File: src/rtl/ecp_pkg.sv
// Shared types, codes and constants of the Euler-angle camera pose unit.
`timescale 1ns / 1ps
package ecp_pkg;

    // Command kinds carried in the input tuser.
    localparam logic CMD_MOVE = 1'b0;
    localparam logic CMD_LOOK = 1'b1;

    // Move directions.
    localparam logic [2:0] DIR_FWD   = 3'd0;
    localparam logic [2:0] DIR_BACK  = 3'd1;
    localparam logic [2:0] DIR_LEFT  = 3'd2;
    localparam logic [2:0] DIR_RIGHT = 3'd3;
    localparam logic [2:0] DIR_UP    = 3'd4;
    localparam logic [2:0] DIR_DOWN  = 3'd5;

    // Configuration register indexes.
    localparam logic [2:0] REG_MOUSE_SENS = 3'd0;
    localparam logic [2:0] REG_MOVE_SPEED = 3'd1;
    localparam logic [2:0] REG_CONSTRAIN  = 3'd2;
    localparam logic [2:0] REG_WORLD_UP_X = 3'd3;
    localparam logic [2:0] REG_WORLD_UP_Y = 3'd4;
    localparam logic [2:0] REG_WORLD_UP_Z = 3'd5;

    // Angles are degrees in Q9.16.
    localparam logic signed [25:0] DEG90  = 26'sd5898240;
    localparam logic signed [34:0] DEG89  = 35'sd5832704;
    localparam logic signed [34:0] DEG180 = 35'sd11796480;
    localparam logic [33:0] FULL_TURN     = 34'd23592960;
    // 128 full turns keep every sum that enters the reducer positive.
    localparam logic signed [34:0] WRAP_BIAS = 35'sd3019898880;
    localparam int unsigned WRAP_STEPS = 8;

    localparam logic signed [34:0] PITCH_MAX = 35'sd33554431;
    localparam logic signed [34:0] PITCH_MIN = -35'sd33554432;

    // CORDIC gain-compensated start value in Q30 and arctangent table in Q16 degrees.
    localparam logic signed [33:0] CORDIC_X0 = 34'sd652032875;
    localparam int unsigned ATAN_DEPTH = 24;
    localparam logic [21:0] ATAN_DEG_Q16 [ATAN_DEPTH] = '{
        22'd2949120, 22'd1740967, 22'd919879, 22'd466945, 22'd234379, 22'd117304,
        22'd58666, 22'd29335, 22'd14668, 22'd7334, 22'd3667, 22'd1833,
        22'd917, 22'd458, 22'd229, 22'd115, 22'd57, 22'd29,
        22'd14, 22'd7, 22'd4, 22'd2, 22'd1, 22'd0
    };

    localparam logic signed [15:0] UNIT_ONE = 16'sd16384;

endpackage

File: src/rtl/ecp_norm.sv
// Vector normalizer: sum of squares, bit-serial square root and per-component division.
`timescale 1ns / 1ps
module ecp_norm (
    input  logic               aclk,
    input  logic               aresetn,
    input  logic               start,
    input  logic signed [31:0] vec_in [3],
    output logic               busy,
    output logic signed [15:0] unit_out [3]
);
    import ecp_pkg::*;

    typedef enum logic [4:0] {
        N_IDLE = 5'b00001,
        N_SQ   = 5'b00010,
        N_CHK  = 5'b00100,
        N_ROOT = 5'b01000,
        N_DIV  = 5'b10000
    } norm_state_t;

    norm_state_t state_reg;
    logic [31:0] mag_reg [3];
    logic        neg_reg [3];
    logic [63:0] sq_reg, acc_reg;
    logic [63:0] rv_reg, r_reg, b_reg;
    logic [31:0] s_reg;
    logic [47:0] rem_reg;
    logic [15:0] q_reg;
    logic [3:0]  j_reg;
    logic [1:0]  cnt_reg;
    logic [1:0]  comp_reg;
    logic        load_reg;

    logic [1:0]  sq_idx;
    logic [63:0] rb_sum;
    logic [47:0] den_sh;
    logic [15:0] q_next;
    logic [15:0] q_cap;
    logic [47:0] rem_init;

    assign busy     = (state_reg != N_IDLE);
    assign sq_idx   = (cnt_reg == 2'd3) ? 2'd0 : cnt_reg;
    assign rb_sum   = r_reg + b_reg;
    assign den_sh   = {16'b0, s_reg} << j_reg;
    assign rem_init = {2'b0, mag_reg[comp_reg], 14'b0} + {17'b0, s_reg[31:1]};
    assign q_next   = (rem_reg >= den_sh) ? (q_reg | (16'd1 << j_reg)) : q_reg;
    assign q_cap    = (q_next > 16'(UNIT_ONE)) ? 16'(UNIT_ONE) : q_next;

    always_ff @(posedge aclk) begin
        if (!aresetn) begin
            state_reg <= N_IDLE;
        end else begin
            case (state_reg)
                N_IDLE: if (start) state_reg <= N_SQ;
                N_SQ:   if (cnt_reg == 2'd3) state_reg <= N_CHK;
                N_CHK:  state_reg <= (acc_reg == '0) ? N_IDLE : N_ROOT;
                N_ROOT: if (b_reg == 64'd1) state_reg <= N_DIV;
                N_DIV: begin
                    if (!load_reg && j_reg == 4'd0 && comp_reg == 2'd2) begin
                        state_reg <= N_IDLE;
                    end
                end
                default: state_reg <= N_IDLE;
            endcase
        end
    end

    always_ff @(posedge aclk) begin
        case (state_reg)
            N_IDLE: begin
                if (start) begin
                    for (int k = 0; k < 3; k++) begin
                        neg_reg[k] <= vec_in[k][31];
                        mag_reg[k] <= vec_in[k][31] ? (~vec_in[k] + 32'd1) : vec_in[k];
                    end
                    acc_reg <= '0;
                    cnt_reg <= '0;
                end
            end
            N_SQ: begin
                sq_reg  <= mag_reg[sq_idx] * mag_reg[sq_idx];
                cnt_reg <= cnt_reg + 2'd1;
                if (cnt_reg != 2'd0) begin
                    acc_reg <= acc_reg + sq_reg;
                end
            end
            N_CHK: begin
                rv_reg <= acc_reg;
                r_reg  <= '0;
                b_reg  <= 64'd1 << 62;
                if (acc_reg == '0) begin
                    for (int k = 0; k < 3; k++) unit_out[k] <= '0;
                end
            end
            N_ROOT: begin
                if (rv_reg >= rb_sum) begin
                    rv_reg <= rv_reg - rb_sum;
                    r_reg  <= (r_reg >> 1) + b_reg;
                    s_reg  <= 32'((r_reg >> 1) + b_reg);
                end else begin
                    r_reg <= r_reg >> 1;
                    s_reg <= 32'(r_reg >> 1);
                end
                b_reg    <= b_reg >> 2;
                comp_reg <= '0;
                load_reg <= 1'b1;
            end
            N_DIV: begin
                if (load_reg) begin
                    rem_reg  <= rem_init;
                    q_reg    <= '0;
                    j_reg    <= 4'd15;
                    load_reg <= 1'b0;
                end else begin
                    if (rem_reg >= den_sh) rem_reg <= rem_reg - den_sh;
                    q_reg <= q_next;
                    j_reg <= j_reg - 4'd1;
                    if (j_reg == 4'd0) begin
                        unit_out[comp_reg] <= neg_reg[comp_reg] ? -$signed(q_cap)
                                                                : $signed(q_cap);
                        comp_reg <= comp_reg + 2'd1;
                        load_reg <= 1'b1;
                    end
                end
            end
            default: ;
        endcase
    end

endmodule

File: config.mk
export PLATFORM = sky130hd
export DESIGN_NAME = ecp_norm
export DESIGN_NICKNAME = d
export VERILOG_FILES = /design/src/rtl/ecp_pkg.sv /design/src/rtl/ecp_norm.sv
export SDC_FILE = /design/constraint.sdc
export NUM_CORES = 2
export LEC_CHECK = 0
export BUFFER_PORTS_ARGS = -buffer_cell sky130_fd_sc_hd__buf_2
export CORE_MARGIN = 1
export CORE_UTILIZATION = 60
export CTS_BUF_LIST = sky130_fd_sc_hd__clkbuf_2 sky130_fd_sc_hd__clkbuf_4 sky130_fd_sc_hd__clkbuf_8
export DETAILED_ROUTE_END_ITERATION = 7
export HOLD_SLACK_MARGIN = 0.08
export MAX_ROUTING_LAYER = met4
export PLACE_DENSITY = 0.83
export RECOVER_POWER = 100
export SLEW_MARGIN = 20
export SYNTH_ARGS = -nofsm -noshare
export SYNTH_HDL_FRONTEND = slang
export SYNTH_SLANG_ARGS = --single-unit
File: constraint.sdc
create_clock -name aclk -period 23.9 [get_ports aclk]
set_input_delay 1.195 -clock aclk [delete_from_list [all_inputs] [get_ports aclk]]
set_output_delay 1.195 -clock aclk [all_outputs]
set_load 0.05 [all_outputs]
# After elaboration in Yosys (flattened, before gate mapping)
# Memories as Yosys holds them, arrays and structs flattened. A register that Yosys moved wholly into a read port is not among the register bits.
# Cells that the tools add are included.
word_totals:
  output_inout_bits: 49
  ram_bits: 99
  n_memories: 2
  word_cells: 125
  reg_bits: 478
memory_table:
  columns: ["memory", "depth", "word_bits", "read_ports", "rd_clocked_by_memory_dff", "wr", "line", "source"]
  rows:
  - ["mag_reg", 3, 32, 2, 1, 3, "ecp_norm.sv:22", "logic [31:0] mag_reg [3];"]
  - ["neg_reg", 3, 1, 1, 1, 3, "ecp_norm.sv:23", "logic neg_reg [3];"]
classes:
  bitwise_logic: 5
  eq_ne: 18
  magnitude_cmp: 5
  muxes: 44
  n_addsub: 13
  n_reduce_logical: 19
  multipliers: 1
  shift: 2
ops:
  columns: ["operator", "n"]
  rows:
  - ["$pmux 64 s2", 4]
  - ["$mux 64", 4]
  - ["$mux 48", 5]
  - ["$add 64x64->64", 2]
  - ["$mux 32", 4]
  - ["$add 32x1->32 const B", 3]
  - ["$not 32->32", 3]
  - ["$pmux 48 s2", 1]
  - ["$add 63x64->64", 1]
  - ["$eq 64x1->1 const B", 1]
  - ["$ge 64x64->1", 1]
  - ["$logic_not 64->1", 1]
  - ["$mul 32x32->64", 1]
  - ["$mux 16", 4]
  - ["$sub 64x64->64", 1]
  - ["$bwmux 48", 1]
  - ["$ge 48x48->1", 1]
  - ["$shl 32x4->48", 1]
  - ["$sub 48x48->48", 1]
  - ["$add 46x31->47", 1]
  - ["$demux 16 s2", 1]
  - ["$pmux 5 s5", 1]
  - ["$mux 5", 4]
  - ["$ne 2x2->1 const B", 9]
  - ["28 further kinds", 51]

# Logic depth before layout (Yosys ltp)
depth:
  word_depth: 11
  ltp_mapped: 36

# Worst setup path after synthesis
# Ideal clock, no wire load.
synth_timing:
  kind: "register to register"
  start: "register cnt_reg[1]"
  end: "register sq_reg[63] (data pin)"
  t_arrival_ns: 9.028
  stages_incl_launch_ff: 36
  setup_time_ns: 0.260
  path_slack_ns: 14.612
  cell_sequence: "edfxtp_1 inv_1 ha_1 clkbuf_1 buf_1 mux2i_1 o21a_1 clkbuf_1 buf_1 nor2_1 fa_1 inv_1 fa_1 inv_1 fa_1 inv_1 fa_1 inv_1 fa_1 fa_1 fa_1 inv_1 fa_1 inv_1 ha_1 a21o_1 a21o_1 a21o_1 a221o_1 a21oi_1 o21ai_0 o21ai_1 a21boi_0 or4_1 a31oi_1 xnor2_1"
synth_between:
  elab_chain_cells: 4
synth_lines:
  columns: ["element", "line", "source"]
  rows:
  - ["from (decl)", "ecp_norm.sv:30", "logic [1:0] cnt_reg;"]
  - ["from (signal assigned)", "ecp_norm.sv:82", "cnt_reg <= cnt_reg + 2'd1;"]
  - ["$eq 2x2->1", "ecp_norm.sv:42", "assign sq_idx = (cnt_reg == 2'd3) ? 2'd0 : cnt_reg;"]
  - ["$mux 2 (*)", "ecp_norm.sv:42", null]
  - ["$mem_v2 3x32 (*)", null, null]
  - ["$mul 32x32->64 (*)", "ecp_norm.sv:81", "sq_reg <= mag_reg[sq_idx] * mag_reg[sq_idx];"]
  - ["to (signal assigned)", "ecp_norm.sv:81", null]
  - ["to (decl)", "ecp_norm.sv:24", "logic [63:0] sq_reg, acc_reg;"]
# Mark *: on every way between the ends. The rest lies on a longest branch, timed or not.
# A chain may end at the register's enable or synchronous reset.

# Final worst setup path
layout_timing:
  start: "register cnt_reg[0]"
  end: "register sq_reg[63] (data pin)"
# The elaborated chain is that of the path after synthesis.

==> out/results.tsv <==
metric	value	unit
cts_resized	0	
postSynthCellCount	7417	
post-route-util	0.640	
vias	56000	
setup-violations-final	0	
crit_arrival	14.08	ns
post-place-ws	13.17	ns
drcViolationCount	0	
relSlewSlack	-1.92	
ys_async_sr_fraction	0	
cts_tree	yes	
htreeDepth	3	
crit_top_cell	fa_1	
synth_edf_count	539	
placed_cell_area	71200	um^2
path_max_fanout	71	
endpoint_kind	flop	
worst_pin_slew	4.38	ns
crit_slowest_cell	clkbuf_1	
ys_types	87	
cts_hold_buf	0	
rsz0062_at_grt	false	
vias_per_cell	6.18	
post-route-period-util	0.569	
wl	200000	um
grt_pass1_vias	55700	
drive_gt1_frac	0.0561	
path_clk_slew	0.06	ns
die-area	116000	um^2
syn2layout_area_growth	5.94	%
numCtsBuffers	94	
finalHoldViolCount	0	
drv_cap	17	
grt_overflow	0	
routed_wire_length_per_instance	22.1	um
final_cell_mix	inv_1 (1109), fa_1 (796), nand2_1 (718), nor2_1 (620), ha_1 (560)	
path_class	flop to flop	
largest_register_ffs	96	
synthFlopType	edfxtp_1	
critPathRequiredTime	24.37	ns
setup_slack	10.29	ns
syn_area	69000	um^2
clockBufferDepth	3	
finalSetupTns	0	ns
final.min_clock_period	13.61	ns
dieWidth	341	um
portBuffers	147	
grt_antenna_before_repair	5	
rows	124	
outcome	complete, but fails checks	
drtPass1Iterations	7	
gp_congestion	1.02	
violations	max-capacitance violations, max-slew violations	
syn_nets	8873	
cts_root_buf	clkbuf_8	
skew	0.0624	ns
fin_nets	8913	
start_util	0.604	
ys_seq_area_frac	0.237	
post_cts_buffers	0	
drt_iter0_drc	5931	
grt_max_degree	93	
stdcell_area	73100	um^2
fp.dieH	341	um
core	114000	um^2
grt_usage	0.352	
cp-start-kind	flop	
holdCritPathClass	flop to flop	
ant_nets	0	
finalMaxSlewViolations	983	
cpPeakStageDelay	2.45	ns
grt_first_pass_wirelength	309000	um
timing.fmax	73.5	MHz
syn_area_per_cell	9.30	um^2
final_common_cell	inv_1	
boundaryPins	148	
hpwl	153000	um
synth-seq-cells	546	
ys_warn_count	0	
insertion_delay	0.77	ns
cts.sinks	546	
==> worst paths after layout <==
| kind | from | slack, ns | depth (start not counted) | to |
|---|---|---|---|---|
| max | cnt_reg[0] | 10.29 | 29 | sq_reg[63] |
| min | unit_out[3] | 0.59 | 1 | unit_out[3] |
| max reg2reg | cnt_reg[0] | 10.29 | 29 | sq_reg[63] |
| min reg2reg | unit_out[3] | 0.59 | 1 | unit_out[3] |
==> layer usage <==
| metal | wire [um] | up-vias | track usage | part of all wire |
|---|---|---|---|---|
| li1 | - | 25100 | - | - |
| met1 | 77300 | 27100 | 0.459 | 0.39 |
| met2 | 90300 | 3131 | 0.535 | 0.45 |
| met3 | 21100 | 689 | 0.0663 | 0.11 |
| met4 | 11000 | 0 | 0.159 | 0.055 |
| met5 | 0 | - | - | 0 |
==> worst max-delay path, delay by kind of cell, from the launching register on <==
kind	cells	cell delay (ns)
adders and majority gates	10	3.54
AOI/OAI and AO/OA	9	3.28
buffers and inverters	7	4.96
xor gates and xnor gates	1	0.09
and+or+nand+nor	2	1.01
DFF	1	0.44
==> cell usage after synthesis, types with 92 or more instances <==
master / instances / area, um^2
inv_1: 1110 / 4170
fa_1: 796 / 15900
nand2_1: 719 / 2700
nor2_1: 620 / 2330
ha_1: 561 / 7020
edfxtp_1: 539 / 16200
o21ai_0: 413 / 2070
a21oi_1: 393 / 1970
xnor2_1: 313 / 2740
clkbuf_1: 231 / 867
xor2_1: 169 / 1480
a21o_1: 161 / 1210
mux2i_1: 102 / 1020
and2_1: 92 / 576
==> stage by stage <==
stage | hold WS (ns) | std cells
after floorplan | 0.510 | 7417
after global placement | 0.541 | 8872
after detailed placement | 0.578 | 8873
after CTS | 0.594 | 9047
after global routing | 0.612 | 9052
final | 0.595 | 9053
==> layout make-up <==
type / count / area [um^2]
inverters: 1120 / 4210
clock buffers: 124 / 1540
diodes: 6 / 15.0
clock inverters: 50 / 522
well taps: 1512 / 1890
repair buffers: 221 / 1160
flip-flops and latches: 546 / 16300
multi-input cells: 5474 / 47400
fillers: 9353 / 41100
==> logic make-up after synthesis <==
group / Yosys count / share of synthesized area
muxes: 141 / 0.0243
adders and majority gates: 1357 / 0.333
xor gates and xnor gates: 482 / 0.0612
AOI/OAI and AO/OA: 1504 / 0.136
DFF: 546 / 0.237
buffers and inverters: 1397 / 0.0766
and+or+nand+nor: 1990 / 0.132
Power is left out: the tool's default activity adds up to more than one toggle a clock period on the data nets, which glitch-free logic cannot reach.
